`src/design/vpwp_pkg.sv`:
```
// shared types, constants and packing functions for the pixel word packer
package vpwp_pkg;

  localparam int COMP_W       = 12;
  localparam int WORD_W       = 32;
  localparam int GROUP_PIXELS = 8;
  localparam int GROUP_WORDS  = (GROUP_PIXELS * 3 * COMP_W) / WORD_W;
  localparam int WORD_IDX_W   = $clog2(GROUP_WORDS);
  localparam int GROUP_CNT_W  = $clog2(GROUP_PIXELS);
  localparam int FMT_W        = 3;
  localparam int QUEUE_DEPTH  = 2;

  localparam logic [FMT_W-1:0] FMT_ARGB = 3'd0;
  localparam logic [FMT_W-1:0] FMT_BGRA = 3'd1;
  localparam logic [FMT_W-1:0] FMT_R210 = 3'd2;
  localparam logic [FMT_W-1:0] FMT_R12L = 3'd3;
  localparam logic [FMT_W-1:0] FMT_R12B = 3'd4;

  typedef struct packed {
    logic [COMP_W-1:0] red;
    logic [COMP_W-1:0] green;
    logic [COMP_W-1:0] blue;
    logic              frame_end;
  } pixel_t;

  typedef struct packed {
    logic [WORD_W-1:0] packed_word;
    logic              group_last;
  } word_t;

  // one stored pixel of an r12 group, blue in the top bits
  typedef logic [3*COMP_W-1:0] group_pixel_t;

  // queue entry: either one finished word (in words[0]) or a whole r12 group
  typedef struct packed {
    logic                                is_group;
    logic                                swap;
    logic [GROUP_WORDS-1:0][WORD_W-1:0]  words;
  } cmd_t;

  function automatic logic [WORD_W-1:0] swap_bytes(input logic [WORD_W-1:0] w);
    swap_bytes = {w[7:0], w[15:8], w[23:16], w[31:24]};
  endfunction

  function automatic logic [WORD_W-1:0] make_argb(input logic [COMP_W-1:0] r,
                                                  input logic [COMP_W-1:0] g,
                                                  input logic [COMP_W-1:0] b);
    make_argb = {b[7:0], g[7:0], r[7:0], 8'h00};
  endfunction

  function automatic logic [WORD_W-1:0] make_r210(input logic [COMP_W-1:0] r,
                                                  input logic [COMP_W-1:0] g,
                                                  input logic [COMP_W-1:0] b);
    make_r210 = {b[7:0], g[5:0], b[9:8], r[3:0], g[9:6], 2'b00, r[9:4]};
  endfunction

endpackage

```
`src/design/vpwp_front.sv`:
```
// front end: accepts pixels, keeps the r12 group and issues queue entries
module vpwp_front (
  input  logic                           clk,
  input  logic                           rst,
  input  logic                           format_write,
  input  logic [vpwp_pkg::FMT_W-1:0]     format_data,
  input  logic                           pixel_valid,
  output logic                           pixel_ready,
  input  vpwp_pkg::pixel_t               pixel,
  input  logic                           queue_full,
  output logic                           push,
  output vpwp_pkg::cmd_t                 cmd
);

  logic [vpwp_pkg::FMT_W-1:0]          pixel_format;
  logic [vpwp_pkg::GROUP_CNT_W-1:0]    group_count;
  logic [vpwp_pkg::GROUP_CNT_W-1:0]    group_count_next;
  vpwp_pkg::group_pixel_t              group_pixels [vpwp_pkg::GROUP_PIXELS];
  vpwp_pkg::group_pixel_t              cur_pixel;
  logic [vpwp_pkg::GROUP_PIXELS*3*vpwp_pkg::COMP_W-1:0] group_bits;
  logic                                accept;
  logic                                is_r12;
  logic                                group_done;

  assign pixel_ready = !queue_full;
  assign accept      = pixel_valid && pixel_ready;
  assign cur_pixel   = {pixel.blue, pixel.green, pixel.red};
  assign is_r12      = (pixel_format == vpwp_pkg::FMT_R12L) ||
                       (pixel_format == vpwp_pkg::FMT_R12B);
  assign group_done  = group_count == vpwp_pkg::GROUP_CNT_W'(vpwp_pkg::GROUP_PIXELS - 1);

  // stored pixels plus the one arriving now form the whole group
  always_comb begin
    for (int p = 0; p < vpwp_pkg::GROUP_PIXELS - 1; p++) begin
      group_bits[p*3*vpwp_pkg::COMP_W +: 3*vpwp_pkg::COMP_W] = group_pixels[p];
    end
    group_bits[(vpwp_pkg::GROUP_PIXELS-1)*3*vpwp_pkg::COMP_W +: 3*vpwp_pkg::COMP_W] =
      cur_pixel;
  end

  always_comb begin
    cmd              = '0;
    push             = 1'b0;
    group_count_next = '0;
    case (pixel_format)
      vpwp_pkg::FMT_ARGB: begin
        push          = accept;
        cmd.words[0]  = vpwp_pkg::make_argb(pixel.red, pixel.green, pixel.blue);
      end
      vpwp_pkg::FMT_BGRA: begin
        push          = accept;
        cmd.words[0]  = vpwp_pkg::swap_bytes(
                          vpwp_pkg::make_argb(pixel.red, pixel.green, pixel.blue));
      end
      vpwp_pkg::FMT_R210: begin
        push          = accept;
        cmd.words[0]  = vpwp_pkg::make_r210(pixel.red, pixel.green, pixel.blue);
      end
      vpwp_pkg::FMT_R12L, vpwp_pkg::FMT_R12B: begin
        push          = accept && group_done;
        cmd.is_group  = 1'b1;
        cmd.swap      = pixel_format == vpwp_pkg::FMT_R12B;
        cmd.words     = group_bits;
        if (!group_done && !pixel.frame_end) begin
          group_count_next = group_count + 1'b1;
        end
      end
      default: begin
        push = 1'b0;
      end
    endcase
  end

  always_ff @(posedge clk) begin
    if (rst) begin
      pixel_format <= vpwp_pkg::FMT_ARGB;
      group_count  <= '0;
    end else if (format_write) begin
      pixel_format <= format_data;
      group_count  <= '0;
    end else if (accept) begin
      group_count  <= group_count_next;
    end
  end

  always_ff @(posedge clk) begin
    if (accept && is_r12) begin
      group_pixels[group_count] <= cur_pixel;
    end
  end

endmodule

```
`src/design/vpwp_queue.sv`:
```
// short queue between the front and back ends
module vpwp_queue #(
  parameter int DEPTH = vpwp_pkg::QUEUE_DEPTH
) (
  input  logic            clk,
  input  logic            rst,
  input  logic            push,
  input  vpwp_pkg::cmd_t  push_cmd,
  output logic            full,
  input  logic            pop,
  output logic            head_valid,
  output vpwp_pkg::cmd_t  head
);

  localparam int PTR_W = (DEPTH > 1) ? $clog2(DEPTH) : 1;
  localparam int CNT_W = $clog2(DEPTH + 1);

  vpwp_pkg::cmd_t    entries [DEPTH];
  logic [PTR_W-1:0]  wr_ptr;
  logic [PTR_W-1:0]  rd_ptr;
  logic [CNT_W-1:0]  count;

  assign full       = count == CNT_W'(DEPTH);
  assign head_valid = count != '0;
  assign head       = entries[rd_ptr];

  always_ff @(posedge clk) begin
    if (rst) begin
      wr_ptr <= '0;
      rd_ptr <= '0;
      count  <= '0;
    end else begin
      if (push) begin
        wr_ptr <= (wr_ptr == PTR_W'(DEPTH - 1)) ? '0 : wr_ptr + 1'b1;
      end
      if (pop) begin
        rd_ptr <= (rd_ptr == PTR_W'(DEPTH - 1)) ? '0 : rd_ptr + 1'b1;
      end
      if (push && !pop) begin
        count <= count + 1'b1;
      end else if (pop && !push) begin
        count <= count - 1'b1;
      end
    end
  end

  always_ff @(posedge clk) begin
    if (push) begin
      entries[wr_ptr] <= push_cmd;
    end
  end

endmodule

```
`src/design/vpwp_back.sv`:
```
// back end: walks the queue head word by word into the output register
module vpwp_back (
  input  logic            clk,
  input  logic            rst,
  input  logic            head_valid,
  input  vpwp_pkg::cmd_t  head,
  output logic            pop,
  output logic            word_valid,
  input  logic            word_ready,
  output vpwp_pkg::word_t word
);

  logic [vpwp_pkg::WORD_IDX_W-1:0] word_idx;
  logic [vpwp_pkg::WORD_W-1:0]     sel_word;
  logic                            sel_last;
  logic                            load;

  assign load     = head_valid && (!word_valid || word_ready);
  assign sel_last = !head.is_group ||
                    (word_idx == vpwp_pkg::WORD_IDX_W'(vpwp_pkg::GROUP_WORDS - 1));
  assign pop      = load && sel_last;

  always_comb begin
    sel_word = head.words[word_idx];
    if (head.swap) begin
      sel_word = vpwp_pkg::swap_bytes(sel_word);
    end
  end

  always_ff @(posedge clk) begin
    if (rst) begin
      word_valid <= 1'b0;
      word_idx   <= '0;
    end else begin
      if (load) begin
        word_valid <= 1'b1;
        word_idx   <= sel_last ? '0 : word_idx + 1'b1;
      end else if (word_ready) begin
        word_valid <= 1'b0;
      end
    end
  end

  always_ff @(posedge clk) begin
    if (load) begin
      word.packed_word <= sel_word;
      word.group_last  <= sel_last;
    end
  end

endmodule

```
`src/design/video_pixel_word_packer_core.sv`:
```
// top level of the pixel word packer
//
// pixel channel (pixel_valid/pixel_ready/pixel) takes one rgb pixel per
// transaction; word channel (word_valid/word_ready/word) gives packed 32-bit
// words. format_write/format_data load the pixel format (argb, bgra, r210,
// r12l, r12b) and drop any partial r12 group; write it only while idle.
// argb, bgra and r210 give one word per pixel with group_last set.
// r12 formats gather eight pixels; the eighth gives nine words, the ninth
// with group_last set. frame_end on an earlier pixel drops the group.
// the first word passes through the queue and then the output register.
// throughput: one pixel per cycle for single-word formats while the queue has
// room; r12 formats are bound by the output register at one word per cycle.
// a queue of QUEUE_DEPTH entries sits between the pixel side and the word
// side, so pixels keep flowing while the receiver stalls until it fills.
// reset selects argb and empties the group and the queue.
module video_pixel_word_packer_core #(
  parameter int QUEUE_DEPTH = vpwp_pkg::QUEUE_DEPTH
) (
  input  logic                        clk,
  input  logic                        rst,
  input  logic                        format_write,
  input  logic [vpwp_pkg::FMT_W-1:0]  format_data,
  input  logic                        pixel_valid,
  output logic                        pixel_ready,
  input  vpwp_pkg::pixel_t            pixel,
  output logic                        word_valid,
  input  logic                        word_ready,
  output vpwp_pkg::word_t             word
);

  logic            push;
  logic            pop;
  logic            queue_full;
  logic            head_valid;
  vpwp_pkg::cmd_t  push_cmd;
  vpwp_pkg::cmd_t  head;

  vpwp_front u_front (
    .clk          (clk),
    .rst          (rst),
    .format_write (format_write),
    .format_data  (format_data),
    .pixel_valid  (pixel_valid),
    .pixel_ready  (pixel_ready),
    .pixel        (pixel),
    .queue_full   (queue_full),
    .push         (push),
    .cmd          (push_cmd)
  );

  vpwp_queue #(
    .DEPTH (QUEUE_DEPTH)
  ) u_queue (
    .clk        (clk),
    .rst        (rst),
    .push       (push),
    .push_cmd   (push_cmd),
    .full       (queue_full),
    .pop        (pop),
    .head_valid (head_valid),
    .head       (head)
  );

  vpwp_back u_back (
    .clk        (clk),
    .rst        (rst),
    .head_valid (head_valid),
    .head       (head),
    .pop        (pop),
    .word_valid (word_valid),
    .word_ready (word_ready),
    .word       (word)
  );

endmodule
```
`config.mk`:
```
export PLATFORM = sky130hd
export DESIGN_NAME = video_pixel_word_packer_core
export DESIGN_NICKNAME = d
export VERILOG_FILES = /design/src/design/vpwp_pkg.sv /design/src/design/vpwp_front.sv /design/src/design/vpwp_queue.sv /design/src/design/vpwp_back.sv /design/src/design/video_pixel_word_packer_core.sv
export SDC_FILE = /design/constraint.sdc
export NUM_CORES = 1
export LEC_CHECK = 0
export CAP_MARGIN = 30
export CELL_PAD_IN_SITES_DETAIL_PLACEMENT = 2
export CELL_PAD_IN_SITES_GLOBAL_PLACEMENT = 2
export CORE_ASPECT_RATIO = 1.1
export CORE_MARGIN = 2
export CORE_UTILIZATION = 40
export CTS_BUF_LIST = sky130_fd_sc_hd__clkbuf_16
export CTS_CLUSTER_SIZE = 25
export DETAILED_ROUTE_END_ITERATION = 12
export DONT_BUFFER_PORTS = 1
export GPL_TIMING_DRIVEN = 0
export PLACE_DENSITY = 0.7
export SLEW_MARGIN = 10
export SYNTH_ARGS = -nofsm -noshare
export SYNTH_HDL_FRONTEND = slang
export SYNTH_SLANG_ARGS = --single-unit
```
`constraint.sdc`:
```
create_clock -name clk -period 22.9 [get_ports clk]
set_clock_uncertainty 0.2 [all_clocks]
set_input_delay 3.435 -clock clk [delete_from_list [all_inputs] [get_ports clk]]
set_output_delay 3.435 -clock clk [all_outputs]
set_load 0.02 [all_outputs]
```
==> impl_metrics.prom, run 1 <==
# TYPE chip_impl_metric gauge
chip_impl_info{name="outcome",value="completed"} 1
chip_impl_metric{name="synth_cell_types",unit=""} 52
chip_impl_info{name="leading_cell_types_by_count_after_synthesis",value="865 x sky130_fd_sc_hd__edfxtp_1, 261 x sky130_fd_sc_hd__and2_1, 176 x sky130_fd_sc_hd__mux2i_1"} 1
chip_impl_metric{name="grt_first_pass_wirelength",unit="µm"} 177000
chip_impl_metric{name="drt_drc",unit=""} 0
chip_impl_metric{name="post-route-cell-area",unit="mm²"} 0.0404
chip_impl_metric{name="r2r_slack",unit="ns"} 19.04
chip_impl_metric{name="core_occupancy_in_the_finished_layout",unit="%"} 46.9
chip_impl_metric{name="initialDrtViolationCount",unit=""} 2629
chip_impl_info{name="critical_path.endpoint_type",value="register"} 1
chip_impl_metric{name="place.detailed.hpwl",unit="µm"} 87500
chip_impl_metric{name="synth.yosys.warnings",unit=""} 0
chip_impl_metric{name="io_pins",unit=""} 80
chip_impl_metric{name="final_net_count",unit=""} 2135
chip_impl_metric{name="grt_start_max_net_pins",unit=""} 39
chip_impl_metric{name="overflow",unit=""} 0
chip_impl_metric{name="cts_hold_buffers",unit=""} 0
chip_impl_metric{name="cellLeakagePower",unit="nW"} 13.4
chip_impl_metric{name="placementRows",unit=""} 113
chip_impl_metric{name="numClockSinks",unit=""} 881
chip_impl_metric{name="antenna_violations_before_repair",unit=""} 19
chip_impl_metric{name="netlist.area_leader.share",unit="%"} 74.9
chip_impl_metric{name="vdd.ir_drop.worst",unit="mV"} 0.122
chip_impl_metric{name="avgViaCountPerCell",unit=""} 6.07
chip_impl_metric{name="synth_cells",unit=""} 1908
chip_impl_metric{name="core",unit="mm²"} 0.0861
chip_impl_metric{name="die-area",unit="mm²"} 0.0890
chip_impl_info{name="synth_area_leaders",value="sky130_fd_sc_hd__edfxtp_1 75%, sky130_fd_sc_hd__mux2i_1 5.1%, sky130_fd_sc_hd__and2_1 4.7%"} 1
chip_impl_info{name="timing.critical_path.slowest_stage_cell",value="sky130_fd_sc_hd__nor2_4"} 1
chip_impl_metric{name="final.hold.worst_slack",unit="ns"} 0.323
chip_impl_metric{name="synth_enable_flop_cells",unit=""} 865
chip_impl_info{name="rsz0062_at_grt",value="no"} 1
chip_impl_metric{name="placed_cell_area",unit="mm²"} 0.0373
chip_impl_metric{name="drt_pass1_iterations",unit=""} 5
chip_impl_metric{name="syn_avg_cell_area",unit="µm²"} 18.2
chip_impl_metric{name="cts_repair_resize_count",unit=""} 0
chip_impl_info{name="yosysTopAreaCell",value="sky130_fd_sc_hd__edfxtp_1"} 1
chip_impl_info{name="critical_path.top_delay_family",value="buffers and inverters"} 1
chip_impl_metric{name="clkSlewWorstSetupHoldPaths",unit="ns"} 0.06
chip_impl_metric{name="cts.htree.levels",unit=""} 3
chip_impl_info{name="synthFlopType",value="sky130_fd_sc_hd__edfxtp_1"} 1
chip_impl_metric{name="cp_max_fo",unit=""} 24
chip_impl_metric{name="drt.antenna.violating_nets",unit=""} 0
chip_impl_info{name="hold_path_class",value="reg -> reg"} 1
chip_impl_metric{name="cp.arrival",unit="ns"} 6.00
chip_impl_info{name="tritoncts",value="built"} 1
chip_impl_metric{name="async_flop_share",unit="%"} 0
chip_impl_info{name="critical_path.startpoint_type",value="input pin"} 1
chip_impl_metric{name="timing.final.crit_period",unit="ns"} 5.83
chip_impl_metric{name="die_w",unit="µm"} 285
chip_impl_metric{name="layout_setup_ws",unit="ns"} 17.07
chip_impl_metric{name="worst_hold_path_cell_count",unit=""} 2
chip_impl_info{name="r2r-start",value="u_queue.count[0]"} 1
chip_impl_info{name="worst_hold_path_startpoint",value="u_queue.rd_ptr"} 1
chip_impl_metric{name="final_hold_viol_count",unit=""} 0
chip_impl_metric{name="wire_per_inst",unit="µm"} 39.0
chip_impl_info{name="crit_chain",value="nand2_1 -> o21bai_1 -> nor2_4 -> buf_16 -> buf_12 -> buf_12 -> buf_12 -> buf_16 -> buf_16"} 1
chip_impl_metric{name="clock_insertion_delay_worst_skew",unit="ns"} 0.66
chip_impl_info{name="end_of_the_worst_hold_path",value="u_queue.rd_ptr"} 1
chip_impl_metric{name="detailroute.via_count",unit=""} 20216
chip_impl_metric{name="final_wirelength",unit="µm"} 130000
chip_impl_metric{name="cts_buffers",unit=""} 93
chip_impl_metric{name="max_cap_viol_count",unit=""} 0
chip_impl_metric{name="grt_pass1_vias",unit=""} 21340
chip_impl_metric{name="power_per_unit_of_standard_cell_area",unit="mW/mm²"} 120
chip_impl_metric{name="final_min_period_over_clock_period",unit="%"} 25.5
chip_impl_metric{name="timing_worst_slew_pin_value",unit="ns"} 1.03
chip_impl_info{name="yosys.cell_count.top_type",value="sky130_fd_sc_hd__edfxtp_1"} 1
chip_impl_info{name="timing_worst_setup_path_type",value="in -> reg"} 1
chip_impl_metric{name="final_max_slew_viol_count",unit=""} 0
chip_impl_metric{name="postCtsSetupBuffers",unit=""} 0
chip_impl_info{name="cts_root_buffer",value="sky130_fd_sc_hd__clkbuf_16"} 1
chip_impl_metric{name="syn-cell-area",unit="mm²"} 0.0347
chip_impl_metric{name="grt.total_usage",unit="%"} 29.0
chip_impl_metric{name="setup_violations",unit=""} 0
chip_impl_metric{name="place_congestion",unit=""} 0.837
chip_impl_metric{name="syn-num-nets",unit=""} 1958
chip_impl_metric{name="clockBufferDepth",unit=""} 3
chip_impl_metric{name="critPathRequiredTime",unit="ns"} 23.06
chip_impl_metric{name="critical_path_buf_inv_count",unit=""} 6
chip_impl_metric{name="timing.fmax",unit="MHz"} 171
chip_impl_metric{name="share_of_cells_above_drive_strength_1",unit="%"} 19.3
chip_impl_metric{name="synth-seq-cells",unit=""} 881
chip_impl_metric{name="timing.reg2reg.worst_path_depth",unit=""} 10
chip_impl_metric{name="relSlewSlack",unit="%"} 31.2
chip_impl_metric{name="growth_of_design_area_from_synthesis_to_finish",unit="%"} 16.6
chip_impl_metric{name="die_height",unit="µm"} 313
chip_impl_metric{name="place_ws",unit="ns"} 16.37
chip_impl_info{name="reg2reg_to",value="u_queue.entries[1][210]"} 1
chip_impl_metric{name="cpPeakStageDelay",unit="ns"} 0.61
chip_impl_metric{name="yosysSeqAreaShare",unit="%"} 75.8
chip_impl_metric{name="initial_core_util",unit="%"} 40.3
chip_impl_metric{name="port_buffers",unit=""} 0
-- through the flow --
stage	TNS (ns)	instances	total power [mW]
floorplan	0	1908	2.88
global placement	-1282.55	3058	3.34
detailed placement	0	3136	3.32
CTS	0	3308	4.85
global route	0	3317	4.96
finish	0	3328	4.85
-- how the worst max path moves through the flow --
stage,from,cells after the start,to
finish,pixel_valid,9,u_queue.entries[1][210]
floorplan,pixel_valid,3,u_queue.entries[0][0]
global route,pixel_valid,9,u_queue.entries[1][107]
global placement,pixel_valid,3,u_queue.entries[1][245]
detailed placement,pixel_valid,9,u_queue.entries[1][107]
CTS,pixel_valid,9,u_queue.entries[1][107]
-- placed cells by master (no fill, tap or decap), types with 20 or more instances in the layout --
master,count
sky130_fd_sc_hd__nor2_1,30
sky130_fd_sc_hd__nand3_1,31
sky130_fd_sc_hd__edfxtp_1,865
sky130_fd_sc_hd__mux4_2,72
sky130_fd_sc_hd__clkinv_1,26
sky130_fd_sc_hd__clkbuf_16,96
sky130_fd_sc_hd__o21ai_0,20
sky130_fd_sc_hd__clkbuf_1,39
sky130_fd_sc_hd__mux2_2,45
sky130_fd_sc_hd__mux2i_1,176
sky130_fd_sc_hd__buf_4,51
sky130_fd_sc_hd__and2_1,261
sky130_fd_sc_hd__buf_2,39
sky130_fd_sc_hd__a22oi_1,82
sky130_fd_sc_hd__nand2_1,41
-- layer usage --
metal / vias up / part of all wire [%] / wire [µm] / track usage, %
met5: - / 0 / 0 / 0
met4: 0 / 5.2 / 6770 / 14.0
met3: 290 / 8.7 / 11200 / 5.49
met2: 1149 / 49 / 63600 / 48.5
met1: 10897 / 37 / 48100 / 36.4
li1: 7880 / - / - / -
-- worst min-delay path: cells and delay by family, from the launching register on --
family	cells	cell delay, ns
xor+xnor	1	0.09
simple gates	1	0.08
flops	1	0.32
-- sequential cells by signal, summed over array words and instances (netlist names), named ones only --
signal and flops:
u_queue.count 2, u_front.group_count 3, u_front.pixel_format 3, u_queue.entries 580, u_queue.wr_ptr 1, u_back.word 33
u_back.word_valid 1, u_front.group_pixels 252, u_queue.rd_ptr 1, u_back.word_idx 4
-- kinds of logic after synthesis --
family / synth area share (%)
AOI/OAI and AO/OA: 4.01
xor gates and xnor gates: 0.177
DFF: 75.8
muxes: 11.3
and+or+nand+nor: 6.77
adders and majority gates: 0.180
buffers and inverters: 1.76
-- report_power, final --
group	switching, mW	internal (mW)
sequential	0.113	2.04
clock	0.650	0.883
combinational	0.753	0.409
total	1.52	3.33
-- layout make-up --
type                       count  area [µm²]
antenna                       16        40.0
timing repair buffer          82        1160
inverter                      10        37.5
tap                         1150        1440
sequential                   881       26300
multi-input combinational    910        7820
fill                        7835       45700
buffer                       107         576
clock buffer                  96        2400
clock inverter                76         646
Note: power is estimated with default switching activity, not from simulation.
==> inputs of run 2 (changes only) <==
Clock period 22.9 ns to 5.4 ns, I/O delays scaled along.
==> run 2 against run 1 <==
Effect of this change: sequential cell count stayed put; critical endpoint is now u_back.word[15]; non-clock buffer count fell by 5; design area hardly changed; combinational power rose to 4.2 times the previous value; clock power increased to 4.3 times the previous value; worst setup slack worse by 15 ns; critical path type is now reg -> reg; utilization about the same; sequential share of layout area rose by 0.071 points; largest cell class unchanged; sequential power rose to 4.2 times the previous value.
==> impl_metrics.prom, run 2 (synthesis results as in run 1) <==
# TYPE chip_impl_metric gauge
chip_impl_metric{name="cellLeakagePower",unit="nW"} 13.4
chip_impl_metric{name="detailroute.via_count",unit=""} 20015
chip_impl_metric{name="critPathRequiredTime",unit="ns"} 5.61
chip_impl_metric{name="core_occupancy_in_the_finished_layout",unit="%"} 46.9
chip_impl_metric{name="numClockSinks",unit=""} 881
chip_impl_metric{name="dpl.cell_count",unit=""} 3132
chip_impl_metric{name="layout_setup_ws",unit="ns"} 1.87
chip_impl_info{name="tritoncts",value="built"} 1
chip_impl_info{name="timing.critical_path.slowest_stage_cell",value="sky130_fd_sc_hd__a22oi_1"} 1
chip_impl_metric{name="timing_worst_slew_pin_value",unit="ns"} 1.09
chip_impl_metric{name="grt.total_usage",unit="%"} 28.9
chip_impl_metric{name="power_per_unit_of_standard_cell_area",unit="mW/mm²"} 509
chip_impl_metric{name="growth_of_design_area_from_synthesis_to_finish",unit="%"} 16.5
chip_impl_metric{name="clockBufferDepth",unit=""} 3
chip_impl_metric{name="final_net_count",unit=""} 2129
chip_impl_metric{name="grt_pass1_vias",unit=""} 21178
chip_impl_metric{name="drt_drc",unit=""} 0
chip_impl_info{name="top_regs",value="u_queue.entries (580), u_front.group_pixels (252), u_back.word (33)"} 1
chip_impl_metric{name="final_cell_count_without_fillers",unit=""} 3316
chip_impl_metric{name="post-route-cell-area",unit="mm²"} 0.0404
chip_impl_metric{name="placementRows",unit=""} 113
chip_impl_metric{name="place_congestion",unit=""} 0.841
chip_impl_metric{name="relSlewSlack",unit="%"} 27.2
chip_impl_info{name="outcome",value="completed"} 1
chip_impl_info{name="critical_path.endpoint_type",value="register"} 1
chip_impl_metric{name="cpPeakStageDelay",unit="ns"} 0.66
chip_impl_info{name="rsz0062_at_grt",value="no"} 1
chip_impl_metric{name="grt_start_max_net_pins",unit=""} 29
chip_impl_metric{name="final_min_period_over_clock_period",unit="%"} 65.4
chip_impl_metric{name="setup_violations",unit=""} 0
chip_impl_metric{name="final.hold.worst_slack",unit="ns"} 0.0265
chip_impl_metric{name="vdd.ir_drop.worst",unit="mV"} 0.405
chip_impl_metric{name="drt_pass1_iterations",unit=""} 5
chip_impl_metric{name="grt_first_pass_wirelength",unit="µm"} 176000
chip_impl_metric{name="fillCellCount",unit=""} 7764
chip_impl_metric{name="overflow",unit=""} 0
chip_impl_metric{name="avgViaCountPerCell",unit=""} 6.04
chip_impl_info{name="commonest_cells_after_routing_fill_and_taps_aside",value="865 x sky130_fd_sc_hd__edfxtp_1, 261 x sky130_fd_sc_hd__and2_1, 176 x sky130_fd_sc_hd__mux2i_1, 94 x sky130_fd_sc_hd__clkbuf_16, 82 x sky130_fd_sc_hd__a22oi_1"} 1
chip_impl_metric{name="place.detailed.hpwl",unit="µm"} 86600
chip_impl_info{name="cts_root_buffer",value="sky130_fd_sc_hd__clkbuf_16"} 1
chip_impl_info{name="timing_worst_setup_path_type",value="reg -> reg"} 1
chip_impl_metric{name="io_pins",unit=""} 80
chip_impl_info{name="crit_chain",value="buf_2 -> buf_2 -> mux4_2 -> a22oi_1 -> o211ai_1 -> mux2_2"} 1
chip_impl_metric{name="timing.fmax",unit="MHz"} 283
chip_impl_metric{name="max_cap_viol_count",unit=""} 0
chip_impl_metric{name="wire_per_inst",unit="µm"} 39.2
chip_impl_metric{name="multiInputGateArea",unit="mm²"} 0.00787
chip_impl_metric{name="share_of_cells_above_drive_strength_1",unit="%"} 19.1
chip_impl_info{name="most_common_cell_after_layout_fill_and_taps_aside",value="sky130_fd_sc_hd__edfxtp_1"} 1
chip_impl_metric{name="clkSlewWorstSetupHoldPaths",unit="ns"} 0.06
chip_impl_metric{name="final_hold_viol_count",unit=""} 0
chip_impl_metric{name="largest_register_ffs",unit=""} 580
chip_impl_metric{name="final-seq-area",unit="mm²"} 0.0263
chip_impl_metric{name="place_ws",unit="ns"} 1.90
chip_impl_metric{name="cp.arrival",unit="ns"} 3.74
chip_impl_metric{name="core",unit="mm²"} 0.0861
chip_impl_metric{name="cp_max_fo",unit=""} 10
chip_impl_metric{name="die_w",unit="µm"} 285
chip_impl_metric{name="initialDrtViolationCount",unit=""} 3211
chip_impl_metric{name="final_max_slew_viol_count",unit=""} 0
chip_impl_metric{name="placed_cell_area",unit="mm²"} 0.0373
chip_impl_metric{name="cts.htree.levels",unit=""} 3
chip_impl_metric{name="initial_core_util",unit="%"} 40.3
chip_impl_metric{name="antenna_violations_before_repair",unit=""} 32
chip_impl_metric{name="timing.final.crit_period",unit="ns"} 3.53
chip_impl_metric{name="clock_insertion_delay_worst_skew",unit="ns"} 0.66
chip_impl_metric{name="die-area",unit="mm²"} 0.0890
chip_impl_info{name="largest_register_by_flop_count",value="u_queue.entries"} 1
chip_impl_info{name="critical_path.startpoint_type",value="register"} 1
chip_impl_metric{name="die_height",unit="µm"} 313
chip_impl_info{name="critical_path.most_common_cell",value="sky130_fd_sc_hd__buf_2"} 1
chip_impl_metric{name="cts_buffers",unit=""} 92
chip_impl_info{name="hold_path_class",value="in -> reg"} 1
chip_impl_metric{name="port_buffers",unit=""} 0
chip_impl_metric{name="drt.antenna.violating_nets",unit=""} 0
chip_impl_metric{name="final_wirelength",unit="µm"} 130000
==> run 2: cell count changes in the layout (fill, tap and decap cells not counted), sizes merged <==
cell / previous run / this run
buf: 148 / 142
diode: 16 / 12
clkinv: 46 / 43
bufinv: 11 / 13
clkbuf: 137 / 135
clkinvlp: 3 / 1
inv: 26 / 28
dlygate4sd3: 0 / 1
==> run 2: cell type report <==
| cell class | instances | area share (%) |
|---|---|---|
| multi-input combinational | 910 | 19.5 |
| sequential | 881 | 65.1 |
| timing repair buffer | 77 | 2.78 |
| inverter | 10 | 0.0930 |
| antenna | 12 | 0.0744 |
| clock inverter | 75 | 1.64 |
| clock buffer | 94 | 5.82 |
| buffer | 107 | 1.42 |
| tap | 1150 | 3.56 |
==> run 2: what timing repair did <==
item | 4_1_cts | 5_1_grt
setup buffers | 0 | 0
hold buffers | 1 | 0
resized for setup | 0 | 0
hold endpoints to repair | 1 | 0
==> run 2: layer usage <==
| metal | vias to the layer above | GRT usage [%] | share of wire (%) |
|---|---|---|---|
| li1 | 7845 | - | - |
| met1 | 10693 | 37.3 | 37 |
| met2 | 1211 | 48.2 | 50 |
| met3 | 256 | 4.13 | 8.6 |
| met4 | 10 | 14.2 | 4.6 |
| met5 | - | 0 | 0.079 |
==> run 2: power breakdown <==
part / total, mW / switching [mW] / internal (mW)
Sequential: 9.11 / 0.469 / 8.64
Combinational: 4.92 / 3.16 / 1.75
Clock: 6.52 / 2.75 / 3.76
==> run 2: critical path: cells and delay by family, from the launching register on <==
family                 cells  cell delay (ns)
buffers and inverters      2             0.72
AOI/OAI and AO/OA          2             1.04
muxes                      2             0.79
DFF                        1             0.50
==> run 2: path summary, 6_finish.rpt <==
kind	startpoint	endpoint	slack, ns	cells past startpoint
setup reg to reg	u_back.word_idx[1]	u_back.word[15]	1.87	6
hold reg to reg	u_queue.rd_ptr	u_queue.rd_ptr	0.34	2
setup / recovery	u_back.word_idx[1]	u_back.word[15]	1.87	6
hold / removal	rst	u_front.group_count[2]	0.03	1
==> run 2: per-stage QoR <==
| step | total power [mW] | setup TNS (ns) |
|---|---|---|
| after floorplan | 12.0 | -351.43 |
| after global placement | 13.7 | -2604.56 |
| after detailed placement | 14.0 | 0 |
| after CTS | 20.6 | 0 |
| after global routing | 21.0 | 0 |
| final | 20.5 | 0 |
==> inputs of run 3 (changes only) <==
Clock period 5.4 ns to 3.6 ns, I/O delays scaled along.
==> run 3 against run 2 <==
Effect of this change: the run now ends with setup timing left; design area up 1.5%; final cell count up 2.6%; via count up 5.7%; register-to-register slack worse by 2.1 ns; total power up 52%; die area unchanged; maximum frequency down 7.1%; hold slack better by 0.054 ns; combinational power up 57%; critical path type unchanged; largest power group unchanged.
==> impl_metrics.prom, run 3 (synthesis results as in run 1) <==
# TYPE chip_impl_metric gauge
chip_impl_metric{name="largest_register_ffs",unit=""} 580
chip_impl_metric{name="share_of_cells_above_drive_strength_1",unit="%"} 19.9
chip_impl_metric{name="met2_usage",unit="%"} 51.9
chip_impl_metric{name="r2r_slack",unit="ns"} -0.20
chip_impl_metric{name="clockPowerShare",unit="%"} 31.3
chip_impl_metric{name="switching_power",unit="mW"} 10.1
chip_impl_info{name="top_regs",value="u_queue.entries (580), u_front.group_pixels (252), u_back.word (33)"} 1
chip_impl_info{name="r2r-start",value="u_back.word_idx[1]"} 1
chip_impl_metric{name="avgViaCountPerCell",unit=""} 6.22
chip_impl_metric{name="drt_pass1_iterations",unit=""} 7
chip_impl_info{name="worst_hold_path_startpoint",value="rst"} 1
chip_impl_metric{name="cts.htree.levels",unit=""} 3
chip_impl_metric{name="cts_buffers",unit=""} 93
chip_impl_metric{name="power.share.sequential",unit="%"} 44.0
chip_impl_metric{name="grt_first_pass_wirelength",unit="µm"} 189000
chip_impl_info{name="cts_root_buffer",value="sky130_fd_sc_hd__clkbuf_16"} 1
chip_impl_metric{name="final_hold_viol_count",unit=""} 0
chip_impl_metric{name="wire_per_inst",unit="µm"} 41.6
chip_impl_metric{name="final_cell_count_without_fillers",unit=""} 3401
chip_impl_metric{name="clock_insertion_delay_worst_skew",unit="ns"} 0.67
chip_impl_metric{name="cp_max_fo",unit=""} 10
chip_impl_metric{name="worst_hold_path_cell_count",unit=""} 2
chip_impl_metric{name="overflow",unit=""} 0
chip_impl_info{name="timing_worst_setup_path_type",value="reg -> reg"} 1
chip_impl_metric{name="timing.final.crit_period",unit="ns"} 3.80
chip_impl_metric{name="cellLeakagePower",unit="nW"} 13.6
chip_impl_metric{name="clockBufferDepth",unit=""} 3
chip_impl_metric{name="grt_use_met1",unit="%"} 38.2
chip_impl_metric{name="totalNegativeSetupSlack",unit="ns"} -0.501
chip_impl_metric{name="share_of_power_burned_in_combinational_logic",unit="%"} 24.8
chip_impl_metric{name="die-area",unit="mm²"} 0.0890
chip_impl_info{name="hold_path_class",value="in -> reg"} 1
chip_impl_info{name="gr-max-usage-layer",value="met2"} 1
chip_impl_info{name="reg2reg_to",value="u_back.word[24]"} 1
chip_impl_metric{name="final_wirelength",unit="µm"} 142000
chip_impl_metric{name="place_congestion",unit=""} 0.865
chip_impl_info{name="critical_path.startpoint_type",value="register"} 1
chip_impl_metric{name="timing.reg2reg.worst_path_depth",unit=""} 6
chip_impl_metric{name="io_pins",unit=""} 80
chip_impl_metric{name="die_height",unit="µm"} 313
chip_impl_metric{name="place.detailed.hpwl",unit="µm"} 87300
chip_impl_metric{name="timing.fmax",unit="MHz"} 263
chip_impl_info{name="outcome",value="finished with violations"} 1
chip_impl_metric{name="max_cap_viol_count",unit=""} 0
chip_impl_metric{name="place_ws",unit="ns"} -0.0324
chip_impl_metric{name="die_w",unit="µm"} 285
chip_impl_info{name="commonest_cells_after_routing_fill_and_taps_aside",value="865 x sky130_fd_sc_hd__edfxtp_1, 261 x sky130_fd_sc_hd__and2_1, 176 x sky130_fd_sc_hd__mux2i_1, 95 x sky130_fd_sc_hd__clkbuf_16, 80 x sky130_fd_sc_hd__a22oi_1"} 1
chip_impl_info{name="rsz0062_at_grt",value="no"} 1
chip_impl_metric{name="grt.total_usage",unit="%"} 31.3
chip_impl_info{name="failing_checks",value="setup timing"} 1
chip_impl_info{name="most_common_cell_after_layout_fill_and_taps_aside",value="sky130_fd_sc_hd__edfxtp_1"} 1
chip_impl_metric{name="netSwitchingFraction",unit="%"} 32.5
chip_impl_metric{name="drt_drc",unit=""} 0
chip_impl_metric{name="final_min_period_over_clock_period",unit="%"} 106
chip_impl_metric{name="detailroute.via_count",unit=""} 21162
chip_impl_metric{name="gr-usage-met3",unit="%"} 6.22
chip_impl_metric{name="initialDrtViolationCount",unit=""} 3019
chip_impl_metric{name="growth_of_design_area_from_synthesis_to_finish",unit="%"} 18.3
chip_impl_metric{name="clkSlewWorstSetupHoldPaths",unit="ns"} 0.07
chip_impl_metric{name="initial_core_util",unit="%"} 40.3
chip_impl_metric{name="vdd.ir_drop.worst",unit="mV"} 0.538
chip_impl_metric{name="cp.arrival",unit="ns"} 4.01
chip_impl_metric{name="final_max_slew_viol_count",unit=""} 0
chip_impl_metric{name="layout_setup_ws",unit="ns"} -0.199
chip_impl_metric{name="setup_violations",unit=""} 6
chip_impl_metric{name="core",unit="mm²"} 0.0861
chip_impl_metric{name="grt_pass1_vias",unit=""} 21993
chip_impl_info{name="largest_register_by_flop_count",value="u_queue.entries"} 1
chip_impl_metric{name="postCtsSetupBuffers",unit=""} 0
chip_impl_metric{name="numClockSinks",unit=""} 881
chip_impl_metric{name="final_net_count",unit=""} 2189
chip_impl_metric{name="antenna_violations_before_repair",unit=""} 33
chip_impl_metric{name="overall_power_after_layout",unit="mW"} 31.2
chip_impl_info{name="tritoncts",value="built"} 1
chip_impl_metric{name="placementRows",unit=""} 113
chip_impl_metric{name="dpl.cell_count",unit=""} 3133
chip_impl_info{name="critical_path.endpoint_type",value="register"} 1
chip_impl_metric{name="internal_pwr_total",unit="mW"} 21.1
chip_impl_metric{name="relSlewSlack",unit="%"} 22.1
chip_impl_metric{name="power_per_unit_of_standard_cell_area",unit="mW/mm²"} 761
chip_impl_metric{name="final.hold.worst_slack",unit="ns"} 0.0803
chip_impl_metric{name="grt_start_max_net_pins",unit=""} 29
chip_impl_metric{name="timing_worst_slew_pin_value",unit="ns"} 1.16
chip_impl_metric{name="drt.antenna.violating_nets",unit=""} 0
chip_impl_metric{name="port_buffers",unit=""} 0
chip_impl_metric{name="critPathRequiredTime",unit="ns"} 3.81
==> run 3: changes by cell type in the layout (fill, tap and decap cells not counted), sizes merged, moves of 4 or more <==
cell | before | now
clkinvlp | 1 | 5
buf | 142 | 159
inv | 28 | 18
dlygate4sd3 | 1 | 43
clkinv | 43 | 48
diode | 12 | 41
==> run 3: metrics by stage <==
| step | utilization [%] | area, µm² |
|---|---|---|
| 2_1_floorplan | - | 34800 |
| 3_5_place_dp | 43.2 | 37200 |
| 4_1_cts | 47.3 | 40700 |
| 3_3_place_gp | 42.0 | 36200 |
| 5_1_grt | 47.6 | 41000 |
| 6_report | 47.6 | 41000 |
==> run 3: how the worst max path moves through the flow <==
stage / start / end / slack, ns / cells after the start
4_1_cts: u_back.word_idx[1] / u_back.word[16] / 0.04 / 6
2_1_floorplan: u_front.group_count[1] / u_queue.entries[0][0] / -2.28 / 6
5_1_grt: u_queue.count[0] / u_queue.entries[1][158] / 0.02 / 8
3_5_place_dp: u_back.word_idx[1] / u_back.word[23] / -0.03 / 6
6_report: u_back.word_idx[1] / u_back.word[24] / -0.20 / 6
3_3_place_gp: u_front.pixel_format[2] / u_front.group_pixels[6][2] / -7.47 / 4
==> run 3: timing repair <==
action | in CTS | in global routing
hold endpoints to repair | 332 | 0
gates resized for setup | 2 | 0
hold buffers | 49 | 0
setup endpoints to repair | 4 | 0
==> run 3: power by group through the flow <==
stage	combinational [mW]	clock, mW	sequential (mW)
after floorplan	4.08	0	13.8
after detailed placement	7.16	0	13.9
after CTS	7.55	9.77	13.7
after global placement	6.46	0	14.1
after global routing	7.91	10.1	13.8
final	7.74	9.76	13.7
==> run 3: worst max-delay path, cell delays in order (launching register included) <==
cell and delay, ns:
sky130_fd_sc_hd__dfxtp_1 0.54, sky130_fd_sc_hd__buf_2 0.39, sky130_fd_sc_hd__buf_2 0.44, sky130_fd_sc_hd__mux4_2 0.42
sky130_fd_sc_hd__a22oi_1 0.73, sky130_fd_sc_hd__o211ai_1 0.40, sky130_fd_sc_hd__mux2_2 0.40
==> run 3: final cells by class <==
class / count / area [µm²]
fillers: 7805 / 45100
flip-flops and latches: 881 / 26300
multi-input cells: 910 / 7890
clock buffers: 95 / 2380
repair buffers: 136 / 1690
well taps: 1150 / 1440
clock inverters: 71 / 582
plain buffers: 107 / 578
diodes: 41 / 103
inverters: 10 / 37.5
==> run 3: routing by layer <==
metal  part of all wire [%]  up-vias
met1                     35    11254
met3                    9.2      423
met5                  0.025        -
li1                       -     7985
met4                    6.6        6
met2                     49     1494
